`config.mk`:
```
export PLATFORM = sky130hd
export DESIGN_NAME = four_channel_dma_controller
export DESIGN_NICKNAME = d
export VERILOG_FILES = /design/src/rtl/dma4_pkg.sv /design/src/rtl/four_channel_dma_controller.sv
export SDC_FILE = /design/constraint.sdc
export NUM_CORES = 2
export LEC_CHECK = 0
export BUFFER_PORTS_ARGS = -buffer_cell sky130_fd_sc_hd__buf_2
export CORE_MARGIN = 5
export CORE_UTILIZATION = 50
export DETAILED_ROUTE_END_ITERATION = 8
export PLACE_DENSITY = 0.66
export SLEW_MARGIN = 20
export SYNTH_ARGS = -nofsm -noshare
export SYNTH_HDL_FRONTEND = slang
export SYNTH_SLANG_ARGS = --single-unit
```
`constraint.sdc`:
```
create_clock -name clk -period 6.7 [get_ports clk]
set_input_delay 0.67 -clock clk [delete_from_list [all_inputs] [get_ports clk]]
set_output_delay 0.67 -clock clk [all_outputs]
set_load 0.01 [all_outputs]
```
`src/rtl/dma4_pkg.sv`:
```
package dma4_pkg;

    localparam int NUM_CHANNELS = 4;
    localparam int ADDR_BITS    = 24;

    localparam int CH_SLOTS     = 4;
    localparam int CH_W         = 2;
    localparam int XFER_ADDR_W  = 24;
    localparam int IN_W         = 24;
    localparam int OUT_W        = 56;

    localparam logic [7:0] MODE_RESET = 8'h04;
    localparam logic [7:0] MASK_RESET = 8'h0f;
    localparam logic [7:0] UNMAPPED   = 8'hff;

    typedef enum logic [1:0] {
        CMD_WRITE = 2'd0,
        CMD_READ  = 2'd1,
        CMD_REQ   = 2'd2,
        CMD_TICK  = 2'd3
    } cmd_t;

    typedef enum logic [1:0] {
        KIND_VERIFY = 2'd0,
        KIND_IO2MEM = 2'd1,
        KIND_MEM2IO = 2'd2,
        KIND_NONE   = 2'd3
    } kind_t;

    localparam logic [3:0] REG_CTRL    = 4'h0;
    localparam logic [3:0] REG_SELECT  = 4'h1;
    localparam logic [3:0] REG_CNT_LO  = 4'h2;
    localparam logic [3:0] REG_CNT_HI  = 4'h3;
    localparam logic [3:0] REG_ADDR_0  = 4'h4;
    localparam logic [3:0] REG_ADDR_1  = 4'h5;
    localparam logic [3:0] REG_ADDR_2  = 4'h6;
    localparam logic [3:0] REG_CMD_LO  = 4'h8;
    localparam logic [3:0] REG_CMD_HI  = 4'h9;
    localparam logic [3:0] REG_MODE    = 4'ha;
    localparam logic [3:0] REG_STATUS  = 4'hb;
    localparam logic [3:0] REG_TEMP_LO = 4'hc;
    localparam logic [3:0] REG_TEMP_HI = 4'hd;
    localparam logic [3:0] REG_SWREQ   = 4'he;
    localparam logic [3:0] REG_MASK    = 4'hf;

    // packed from the top bit down; the first field sits in the high bits, the last in the low bits
    typedef struct packed {
        logic       pad;
        logic [7:0] transfer_byte;
        logic       request_level;
        logic [1:0] req_channel;
        logic [7:0] write_data;
        logic [3:0] reg_addr;
    } in_item_t;

    typedef struct packed {
        logic [5:0]             pad;
        logic                   tc_pulse;
        logic [3:0]             extra_clocks;
        logic [7:0]             xfer_byte;
        logic [1:0]             xfer_kind;
        logic [XFER_ADDR_W-1:0] xfer_address;
        logic [CH_W-1:0]        xfer_channel;
        logic                   transfer_valid;
        logic [7:0]             read_data;
    } res_t;

endpackage

```
`src/rtl/four_channel_dma_controller.sv`:
```
// Four-channel DMA controller, 15 byte-wide registers at 16 addresses. Each
// input item is a register write, a register read, a request line change or
// a transfer tick (tuser); each gives exactly one result item. An item is
// registered on entry, worked in combinational logic against the register
// file and the result is registered, so one item is taken every clock;
// throughput stalls only when the result output is held by tready. A tick
// serves the lowest-numbered unmasked channel with a hardware or software
// request, unless DMA is disabled by command bit 2. Reading the status
// register clears the terminal-count flags.
module four_channel_dma_controller
    import dma4_pkg::*;
(
    input  logic             clk,
    input  logic             rst_n,
    input  logic             s_axis_tvalid,
    output logic             s_axis_tready,
    // reg_addr, write_data, req_channel, request_level, transfer_byte
    input  logic [IN_W-1:0]  s_axis_tdata,
    // command
    input  logic [1:0]       s_axis_tuser,
    output logic             m_axis_tvalid,
    input  logic             m_axis_tready,
    // read_data, transfer_valid, xfer_channel, xfer_address, xfer_kind,
    // xfer_byte, extra_clocks, tc_pulse
    output logic [OUT_W-1:0] m_axis_tdata
);

    logic                 in_valid_reg, in_valid_next;
    in_item_t             in_item_reg;
    cmd_t                 in_cmd_reg;
    logic                 out_valid_reg, out_valid_next;
    res_t                 out_data_reg, out_data_next;

    logic [ADDR_BITS-1:0] base_addr_reg [CH_SLOTS];
    logic [ADDR_BITS-1:0] base_addr_next [CH_SLOTS];
    logic [ADDR_BITS-1:0] cur_addr_reg [CH_SLOTS];
    logic [ADDR_BITS-1:0] cur_addr_next [CH_SLOTS];
    logic [15:0]          base_cnt_reg [CH_SLOTS];
    logic [15:0]          base_cnt_next [CH_SLOTS];
    logic [15:0]          cur_cnt_reg [CH_SLOTS];
    logic [15:0]          cur_cnt_next [CH_SLOTS];
    logic [7:0]           mode_reg [CH_SLOTS];
    logic [7:0]           mode_next [CH_SLOTS];
    logic [15:0]          cmd_word_reg, cmd_word_next;
    logic [15:0]          temp_reg, temp_next;
    logic [3:0]           hw_req_reg, hw_req_next;
    logic [7:0]           sw_req_reg, sw_req_next;
    logic [7:0]           mask_reg, mask_next;
    logic [3:0]           tc_reg, tc_next;
    logic [CH_W-1:0]      sel_reg, sel_next;
    logic                 base_only_reg, base_only_next;
    logic                 wide_reg, wide_next;
    logic                 busy_reg, busy_next;

    logic                 s_accept;
    logic                 process;

    assign process       = in_valid_reg && (!out_valid_reg || m_axis_tready);
    assign s_axis_tready = !in_valid_reg || process;
    assign s_accept      = s_axis_tvalid && s_axis_tready;
    assign m_axis_tvalid = out_valid_reg;
    assign m_axis_tdata  = out_data_reg;

    always_comb
    begin
        logic [3:0]           pend;
        logic                 found;
        logic [CH_W-1:0]      found_ch;
        logic [CH_W-1:0]      idx;
        logic [ADDR_BITS-1:0] ca;
        logic [ADDR_BITS-1:0] ba;
        logic [15:0]          cc;
        logic [15:0]          bc;
        logic [7:0]           md;
        logic [31:0]          aw;
        logic [15:0]          cv;
        logic [7:0]           bit8;
        logic [3:0]           wait_clk;

        in_valid_next  = s_accept ? 1'b1 : (process ? 1'b0 : in_valid_reg);
        out_valid_next = process ? 1'b1 : (m_axis_tready ? 1'b0 : out_valid_reg);
        out_data_next  = out_data_reg;

        base_addr_next = base_addr_reg;
        cur_addr_next  = cur_addr_reg;
        base_cnt_next  = base_cnt_reg;
        cur_cnt_next   = cur_cnt_reg;
        mode_next      = mode_reg;
        cmd_word_next  = cmd_word_reg;
        temp_next      = temp_reg;
        hw_req_next    = hw_req_reg;
        sw_req_next    = sw_req_reg;
        mask_next      = mask_reg;
        tc_next        = tc_reg;
        sel_next       = sel_reg;
        base_only_next = base_only_reg;
        wide_next      = wide_reg;
        busy_next      = busy_reg;

        pend     = (hw_req_reg | sw_req_reg[3:0]) & ~mask_reg[3:0];
        found    = 1'b0;
        found_ch = '0;
        for (int c = NUM_CHANNELS - 1; c >= 0; c--)
        begin
            if (pend[c])
            begin
                found    = 1'b1;
                found_ch = CH_W'(c);
            end
        end

        idx = (in_cmd_reg == CMD_TICK) ? found_ch : sel_reg;
        ca  = cur_addr_reg[idx];
        ba  = base_addr_reg[idx];
        cc  = cur_cnt_reg[idx];
        bc  = base_cnt_reg[idx];
        md  = mode_reg[idx];
        aw  = 32'(base_only_reg ? ba : ca);
        cv  = base_only_reg ? bc : cc;
        bit8 = 8'(1) << idx;
        wait_clk = '0;

        if (process)
        begin
            out_data_next = '0;
            unique case (in_cmd_reg)
                CMD_WRITE:
                begin
                    unique case (in_item_reg.reg_addr)
                        REG_CTRL:
                        begin
                            if (in_item_reg.write_data[0])
                            begin
                                for (int i = 0; i < CH_SLOTS; i++)
                                begin
                                    mode_next[i] = MODE_RESET;
                                end
                                sel_next       = '0;
                                base_only_next = 1'b0;
                                cmd_word_next  = '0;
                                temp_next      = '0;
                                sw_req_next    = '0;
                                tc_next        = '0;
                                mask_next      = MASK_RESET;
                            end
                            wide_next = in_item_reg.write_data[1];
                        end
                        REG_SELECT:
                        begin
                            sel_next       = in_item_reg.write_data[CH_W-1:0];
                            base_only_next = in_item_reg.write_data[2];
                        end
                        REG_CNT_LO, REG_CNT_HI:
                        begin
                            if (in_item_reg.reg_addr[0])
                            begin
                                base_cnt_next[idx] = {in_item_reg.write_data, bc[7:0]};
                                cur_cnt_next[idx]  = {in_item_reg.write_data, cc[7:0]};
                            end
                            else
                            begin
                                base_cnt_next[idx] = {bc[15:8], in_item_reg.write_data};
                                cur_cnt_next[idx]  = {cc[15:8], in_item_reg.write_data};
                            end
                        end
                        REG_ADDR_0, REG_ADDR_1, REG_ADDR_2:
                        begin
                            logic [31:0] bw;
                            logic [31:0] cw;
                            bw = 32'(ba);
                            cw = 32'(ca);
                            unique case (in_item_reg.reg_addr)
                                REG_ADDR_0:
                                begin
                                    bw[7:0] = in_item_reg.write_data;
                                    cw[7:0] = in_item_reg.write_data;
                                end
                                REG_ADDR_1:
                                begin
                                    bw[15:8] = in_item_reg.write_data;
                                    cw[15:8] = in_item_reg.write_data;
                                end
                                default:
                                begin
                                    bw[23:16] = in_item_reg.write_data;
                                    cw[23:16] = in_item_reg.write_data;
                                end
                            endcase
                            base_addr_next[idx] = ADDR_BITS'(bw);
                            cur_addr_next[idx]  = ADDR_BITS'(cw);
                        end
                        REG_CMD_LO: cmd_word_next[7:0]  = in_item_reg.write_data;
                        REG_CMD_HI: cmd_word_next[15:8] = in_item_reg.write_data;
                        REG_MODE:   mode_next[idx]      = in_item_reg.write_data;
                        REG_SWREQ:  sw_req_next         = in_item_reg.write_data;
                        REG_MASK:   mask_next           = in_item_reg.write_data;
                        default:    ;
                    endcase
                end
                CMD_READ:
                begin
                    unique case (in_item_reg.reg_addr)
                        REG_CTRL:    out_data_next.read_data = {6'd0, wide_reg, 1'b0};
                        REG_SELECT:
                            out_data_next.read_data = {5'd0, base_only_reg, 2'd0} | bit8;
                        REG_CNT_LO:  out_data_next.read_data = cv[7:0];
                        REG_CNT_HI:  out_data_next.read_data = cv[15:8];
                        REG_ADDR_0:  out_data_next.read_data = aw[7:0];
                        REG_ADDR_1:  out_data_next.read_data = aw[15:8];
                        REG_ADDR_2:  out_data_next.read_data = aw[23:16];
                        REG_CMD_LO:  out_data_next.read_data = cmd_word_reg[7:0];
                        REG_CMD_HI:  out_data_next.read_data = cmd_word_reg[15:8];
                        REG_MODE:    out_data_next.read_data = md;
                        REG_STATUS:
                        begin
                            out_data_next.read_data = {hw_req_reg, tc_reg};
                            tc_next = '0;
                        end
                        REG_TEMP_LO: out_data_next.read_data = temp_reg[7:0];
                        REG_TEMP_HI: out_data_next.read_data = temp_reg[15:8];
                        REG_SWREQ:   out_data_next.read_data = sw_req_reg;
                        REG_MASK:    out_data_next.read_data = mask_reg;
                        default:     out_data_next.read_data = UNMAPPED;
                    endcase
                end
                CMD_REQ:
                begin
                    if (32'(in_item_reg.req_channel) < NUM_CHANNELS)
                    begin
                        hw_req_next[in_item_reg.req_channel] = in_item_reg.request_level;
                    end
                end
                CMD_TICK:
                begin
                    if (!cmd_word_reg[2] && found)
                    begin
                        out_data_next.transfer_valid = 1'b1;
                        out_data_next.xfer_channel   = idx;
                        out_data_next.xfer_address   = XFER_ADDR_W'(ca);
                        out_data_next.xfer_kind      = KIND_NONE;
                        if (!busy_reg)
                        begin
                            wait_clk = 4'd2;
                        end
                        busy_next = 1'b1;
                        if (!md[0])
                        begin
                            if (md[3:2] != KIND_NONE)
                            begin
                                out_data_next.xfer_kind = md[3:2];
                                out_data_next.xfer_byte = in_item_reg.transfer_byte;
                                wait_clk = wait_clk + (cmd_word_reg[3] ? 4'd5 : 4'd7);
                                temp_next = {in_item_reg.transfer_byte, temp_reg[15:8]};
                            end
                            cur_addr_next[idx] = md[5] ? ca - 1'b1 : ca + 1'b1;
                        end
                        out_data_next.extra_clocks = wait_clk;
                        if (cc == '0)
                        begin
                            if (md[4])
                            begin
                                cur_addr_next[idx] = ba;
                                cur_cnt_next[idx]  = bc;
                            end
                            else
                            begin
                                mask_next         = mask_reg | bit8;
                                cur_cnt_next[idx] = 16'hffff;
                            end
                            hw_req_next = hw_req_reg & ~bit8[3:0];
                            sw_req_next = sw_req_reg & ~bit8;
                            tc_next     = tc_reg | bit8[3:0];
                            busy_next   = 1'b0;
                            out_data_next.tc_pulse = 1'b1;
                        end
                        else
                        begin
                            cur_cnt_next[idx] = cc - 1'b1;
                            if (md[7:6] == 2'b01)
                            begin
                                busy_next = 1'b0;
                            end
                        end
                    end
                end
            endcase
        end
    end

    always_ff @(posedge clk or negedge rst_n)
    begin
        if (!rst_n)
        begin
            in_valid_reg  <= 1'b0;
            out_valid_reg <= 1'b0;
            for (int i = 0; i < CH_SLOTS; i++)
            begin
                base_addr_reg[i] <= '0;
                cur_addr_reg[i]  <= '0;
                base_cnt_reg[i]  <= '0;
                cur_cnt_reg[i]   <= '0;
                mode_reg[i]      <= MODE_RESET;
            end
            cmd_word_reg  <= '0;
            temp_reg      <= '0;
            hw_req_reg    <= '0;
            sw_req_reg    <= '0;
            mask_reg      <= MASK_RESET;
            tc_reg        <= '0;
            sel_reg       <= '0;
            base_only_reg <= 1'b0;
            wide_reg      <= 1'b0;
            busy_reg      <= 1'b0;
        end
        else
        begin
            in_valid_reg  <= in_valid_next;
            out_valid_reg <= out_valid_next;
            base_addr_reg <= base_addr_next;
            cur_addr_reg  <= cur_addr_next;
            base_cnt_reg  <= base_cnt_next;
            cur_cnt_reg   <= cur_cnt_next;
            mode_reg      <= mode_next;
            cmd_word_reg  <= cmd_word_next;
            temp_reg      <= temp_next;
            hw_req_reg    <= hw_req_next;
            sw_req_reg    <= sw_req_next;
            mask_reg      <= mask_next;
            tc_reg        <= tc_next;
            sel_reg       <= sel_next;
            base_only_reg <= base_only_next;
            wide_reg      <= wide_next;
            busy_reg      <= busy_next;
        end
    end

    always_ff @(posedge clk)
    begin
        if (s_accept)
        begin
            in_item_reg <= in_item_t'(s_axis_tdata);
            in_cmd_reg  <= cmd_t'(s_axis_tuser);
        end
        out_data_reg <= out_data_next;
    end

`ifndef ASSERT_OFF
    a_idle_fields_zero: assert property (@(posedge clk) disable iff (!rst_n)
        out_valid_reg && !out_data_reg.transfer_valid
        |-> out_data_reg.extra_clocks == '0 && !out_data_reg.tc_pulse
            && out_data_reg.xfer_kind == KIND_VERIFY)
        else $error("non-transfer item carries transfer fields");

    a_xfer_no_read: assert property (@(posedge clk) disable iff (!rst_n)
        out_valid_reg && out_data_reg.transfer_valid |-> out_data_reg.read_data == '0)
        else $error("transfer item carries read data");

    a_data_wait: assert property (@(posedge clk) disable iff (!rst_n)
        out_valid_reg && out_data_reg.transfer_valid && out_data_reg.xfer_kind != KIND_NONE
        |-> out_data_reg.extra_clocks >= 4'd5)
        else $error("data moved without bus wait charge");

    a_tc_sets_flag: assert property (@(posedge clk) disable iff (!rst_n)
        process && in_cmd_reg == CMD_TICK && out_data_next.tc_pulse
        |=> tc_reg[$past(out_data_next.xfer_channel)] && !busy_reg)
        else $error("terminal count did not set its flag");
`endif

endmodule

```
# After elaboration in Yosys (flattened, before gate mapping)
# Cells that the tools add are included.
word_totals:
  output_inout_bits: 58
  word_cells: 285
  reg_bits: 490
  in_bits: 30
op_classes:
  shifts: 1
  n_reduce_logical: 42
  bitwise_logic: 15
  add_sub_neg: 4
  mux: 139
  magnitude_cmp: 4
  n_eq_ne: 33
ops:
  columns: ["cell", "n"]
  rows:
  - ["$mux 96", 8]
  - ["$bwmux 64", 6]
  - ["$bwmux 96", 4]
  - ["$mux 64", 6]
  - ["$mux 8", 34]
  - ["$pmux 96 s2", 1]
  - ["$mux 16", 11]
  - ["$mux 24", 7]
  - ["$pmux 64 s2", 1]
  - ["$pmux 8 s15", 1]
  - ["$bmux 24 s2", 2]
  - ["$pmux 8 s2", 6]
  - ["$bmux 16 s2", 2]
  - ["$or 64x64->64", 1]
  - ["$pmux 32 s2", 1]
  - ["$demux 24 s2", 1]
  - ["$mux 4", 12]
  - ["$bwmux 32", 1]
  - ["$demux 16 s2", 1]
  - ["$eq 4x4->1 const B", 8]
  - ["$mux 32", 1]
  - ["$pmux 16 s2", 1]
  - ["$reduce_and 4->1", 7]
  - ["$add 24x1->24 const B", 1]
  - ["other kinds (51)", 114]

# Logic depth before layout (Yosys ltp)
logic_depth:
  ltp_word: 23
  mapped_depth: 25
  depth_no_buf: 20

# Worst setup path after synthesis
# Ideal clock, no wire load.
synth_path:
  kind: "reg2reg"
  startpoint: "reg in_cmd_reg[0]"
  endpoint: "reg cur_addr_reg[68] (netlist name)"
  stages_incl_launch_ff: 24
  t_arrival_ns: 4.932
  setup_slack_ns: 1.692
  n_path_buf: 6
  cell_sequence: "edfxtp_1 > ha_1 > buf_2 > or3b_2 > buf_2 > o21ai_0 > buf_2 > buf_2 > nand3_1 > clkbuf_1 > clkbuf_1 > o22ai_1 > nor2_1 > ha_1 > a21o_1 > nor2_1 > o21ai_1 > a21boi_0 > o221ai_2 > a221oi_2 > nor4bb_1 > mux2_1 > a221o_1 > o21ai_1"
synth_via:
  elab_chain_len: 18
synth_lines:
  columns: ["element", "line", "source"]
  rows:
  - ["from (decl)", "four_channel_dma_controller.sv:30", "cmd_t in_cmd_reg;"]
  - ["from (signal assigned)", "four_channel_dma_controller.sv:342", "in_cmd_reg <= cmd_t'(s_axis_tuser);"]
  - ["$eq 2x2->1", "four_channel_dma_controller.sv:112, four_channel_dma_controller.sv:126", null]
  - ["$mux 2", "four_channel_dma_controller.sv:112", "idx = (in_cmd_reg == CMD_TICK) ? found_ch : sel_reg;"]
  - ["$not 2->3", null, null]
  - ["$bmux 24 s2", "four_channel_dma_controller.sv:113", "ca = cur_addr_reg[idx];"]
  - ["$mux 24 (implied by the code) (2 in series)", "four_channel_dma_controller.sv:113", null]
  - ["$add 24x1->24 / $sub 24x1->24 (equally long branches)", "four_channel_dma_controller.sv:255", "cur_addr_next[idx] = md[5] ? ca - 1'b1 : ca + 1'b1;"]
  - ["$mux 24", "four_channel_dma_controller.sv:255", null]
  - ["$bwmux 96", "four_channel_dma_controller.sv:255", null]
  - ["$mux 96", "four_channel_dma_controller.sv:246", "if (!md[0])"]
  - ["$mux 96", "four_channel_dma_controller.sv:235", "if (!cmd_word_reg[2] && found)"]
  - ["$mux 96", "four_channel_dma_controller.sv:126", "unique case (in_cmd_reg)"]
  - ["$mux 96", "four_channel_dma_controller.sv:123", "if (process)"]
  - ["$bwmux 96", "four_channel_dma_controller.sv:262", "cur_addr_next[idx] = ba;"]
  - ["$mux 96", "four_channel_dma_controller.sv:260", "if (md[4])"]
  - ["$mux 96", "four_channel_dma_controller.sv:258", "if (cc == '0)"]
  - ["$mux 96", "four_channel_dma_controller.sv:235", null]
  - ["$pmux 96 s2", "four_channel_dma_controller.sv:126", null]
  - ["to (signal assigned)", "four_channel_dma_controller.sv:320", "cur_addr_reg <= cur_addr_next;"]
  - ["to (decl)", "four_channel_dma_controller.sv:36", "logic [ADDR_BITS-1:0] cur_addr_reg [CH_SLOTS];"]
# Several ways; a longest one is shown, not always the timed one. The select of a mux whose other input is x is not followed.
# A chain may end at the register's enable or synchronous reset.

# Worst setup path after layout
layout_path:
  startpoint: "reg in_cmd_reg[1]"
  endpoint: "reg cur_addr_reg[45] (netlist name)"
# The elaborated chain is that of the path after synthesis.

==> flow_summary.json <==
{
  "outcome": "finished clean",
  "power_density_mw_per_mm2": 420,
  "synth_top_cell_area_share_pct": 36.6,
  "synth_seq_area_share_pct": 45.4,
  "crit_path_end_kind": "register",
  "fin_skew_ns": 0.0376,
  "drc": 0,
  "final_core_util_pct": 56.9,
  "period_needed_ns": 6.11,
  "cp.arrival_ns": 6.53,
  "core_mm2": 0.0551,
  "setup_viol": 0,
  "final_nets": 3310,
  "dr.pass1.iters": 9,
  "start_util_pct": 50.6,
  "netlist_top_cells_area": "dfrtp_1 (37%), o21ai_0 (8.1%), edfxtp_1 (8.1%)",
  "p_leak_nw": 13.1,
  "syn_to_final_growth_pct": 12.5,
  "cts.root.buffer_cell": "clkbuf_16",
  "worstMarginPinSlew_ns": 1.19,
  "layout.cells.non_filler": 4050,
  "cts_resized": 0,
  "avgSynthCellArea_um2": 8.65,
  "track_usage_pct": 36.5,
  "post_drt_wl_per_cell_um": 28.0,
  "die_h_um": 246,
  "critical_path.max_fanout": 50,
  "fillers": 4972,
  "cts_buffers": 54,
  "hold_buffers": 0,
  "cts.sinks": 490,
  "layout.cells.most_common": "nand2_1",
  "wl_mm": 114,
  "synth_cell_types": 104,
  "synth_flop_cell": "dfrtp_1",
  "overflow": 0,
  "hold_violations": 0,
  "slew_headroom_pct": 20.4,
  "io_buffers": 80,
  "clkSlewWorstSetupHoldPaths_ns": 0.06,
  "final_cell_mix": "nand2_1 (537), o21ai_0 (448), dfrtp_1 (406), nor2_1 (266), a21oi_1 (193)",
  "io-pin-count": 88,
  "cts_buffer_depth": 3,
  "via_per_inst": 6.85,
  "required_ns": 7.12,
  "maxCapViolations": 0,
  "route.vias.total": 27700,
  "path_class": "reg2reg",
  "dieArea_mm2": 0.0605,
  "ys_seq_elements": 490,
  "rsz0062_at_grt": "false",
  "dp.final_hpwl_mm": 74.9,
  "num_antenna_cells": 0,
  "finalSetupTns_ns": 0,
  "cts_setup_buffers": 0,
  "worstHoldPathType": "in2async",
  "synth_cells": 3219,
  "grt_pass1_vias": 26300,
  "async_reset_ff_share_pct": 84.7,
  "grt_antenna_before_repair": 2,
  "cts_tree": "built",
  "first_iter_violations": 3549,
  "insertion_delay_ns": 0.63,
  "routabilityCongestion": 1.02,
  "synth-edff-count": 75,
  "synth_warnings": 0,
  "critPathLaunchType": "register",
  "grt_max_degree": 149,
  "synth_largest_area_cell": "dfrtp_1",
  "dp.cells": 3947,
  "drive_above_1_share_pct": 13.1,
  "grt_pass1_wl_mm": 168,
  "antenna_left": 0,
  "die_x_um": 246,
  "largest_reg_flops": 96,
  "num_rows": 86,
  "period_share_pct": 91.2,
  "syn-cell-area_mm2": 0.0279,
  "max_freq_mhz": 164,
  "vdd_drop_max_mv": 0.257,
  "drv_slew": 0,
  "h-tree-depth": 2
}
## cell type report
type                       count  area [um^2]  area share [%]
multi-input combinational   2434        14100            45.1
sequential                   490        12600            40.4
timing repair buffer         232         1590            5.06
clock buffer                  72         1530            4.89
tap                          748          936            2.99
clock inverter                29          320            1.02
inverter                      45          169           0.539
## report_power, final
| group | switching, mW | leakage, nW | internal [mW] |
|---|---|---|---|
| Clock | 1.31 | 0.911 | 1.81 |
| Combinational | 4.08 | 5.96 | 1.95 |
| Sequential | 0.392 | 6.22 | 3.60 |
## routing by layer
| metal | global-route usage (%) | share of wire (%) |
|---|---|---|
| met4 | 15.1 | 5.1 |
| met2 | 52.2 | 41 |
| met3 | 13.0 | 14 |
| met1 | 50.6 | 40 |
| met5 | 0 | 0.011 |
## path summary, 6_finish.rpt
check / endpoint / slack [ns] / start / cells past startpoint
setup / recovery: cur_addr_reg[45]$_DFFE_PN0P_ / 0.59 / in_cmd_reg[1]$_DFFE_PP_ / 19
hold / removal: temp_reg[15]$_DFFE_PN0P_ / 0.04 / rst_n / 1
setup reg to reg: cur_addr_reg[45]$_DFFE_PN0P_ / 0.59 / in_cmd_reg[1]$_DFFE_PP_ / 19
hold reg to reg: cur_cnt_reg[47]$_DFFE_PN0P_ / 0.48 / cur_cnt_reg[47]$_DFFE_PN0P_ / 2
max in group asynchronous: mode_reg[15]$_DFFE_PN0P_ / 4.86 / rst_n / 2
min in group clk: in_item_reg[4]$_DFFE_PP_ / 0.22 / s_axis_tdata[4] / 1
## through the flow
step / setup slack [ns] / power [mW] / cell area [um^2] / hold slack, ns
2_1_floorplan: 1.69 / 7.56 / 27900 / 0.374
3_3_place_gp: 1.02 / 9.62 / 29500 / 0.460
3_5_place_dp: 0.943 / 9.73 / 29500 / 0.466
4_1_cts: 0.870 / 12.9 / 31300 / 0.132
5_1_grt: 0.418 / 13.7 / 31300 / 0.140
6_report: 0.589 / 13.1 / 31300 / 0.0417
## cell families after synthesis
kind of cell    count (synthesis)  share of synthesized area (%)
simple gates                 1094                           17.0
compound gates               1190                           27.8
other cells                     1                         0.0135
xor+xnor                       38                           1.22
mux                            80                           3.11
fa+ha+maj                      26                           1.14
flops                         490                           45.4
buf+inv                       300                           4.34
## worst max-delay path, stage by stage, from the launching register on
cell	delay [ns]
edfxtp_1	0.42
ha_4	0.57
and2b_1	0.33
a21oi_2	0.52
nor2_1	0.21
o21ai_2	0.15
buf_4	0.37
o22ai_1	0.15
nor2_1	0.54
ha_1	0.36
a21oi_1	0.13
o21bai_1	0.11
a41oi_1	0.29
a21oi_1	0.07
o21ai_0	0.33
a22oi_1	0.12
a31o_2	0.24
a21oi_1	0.18
xor2_1	0.56
a41oi_1	0.23
## cells in the mapped netlist, drive strengths merged (16+ instances only)
library cell,count
a21o,21
a221oi,55
ha,23
nand4,38
edfxtp,75
clkbuf,196
o21ai,467
o22ai,81
nor2,271
mux2i,49
nand2,538
a22oi,23
nand2b,16
a22o,101
a21oi,199
o2111ai,28
dfrtp,407
inv,44
mux2,29
xnor2,25
buf,59
and3,19
a31oi,30
nand3,68
o221ai,23
nor4,20
nor3,66
Note: power is estimated with default switching activity, not from simulation.
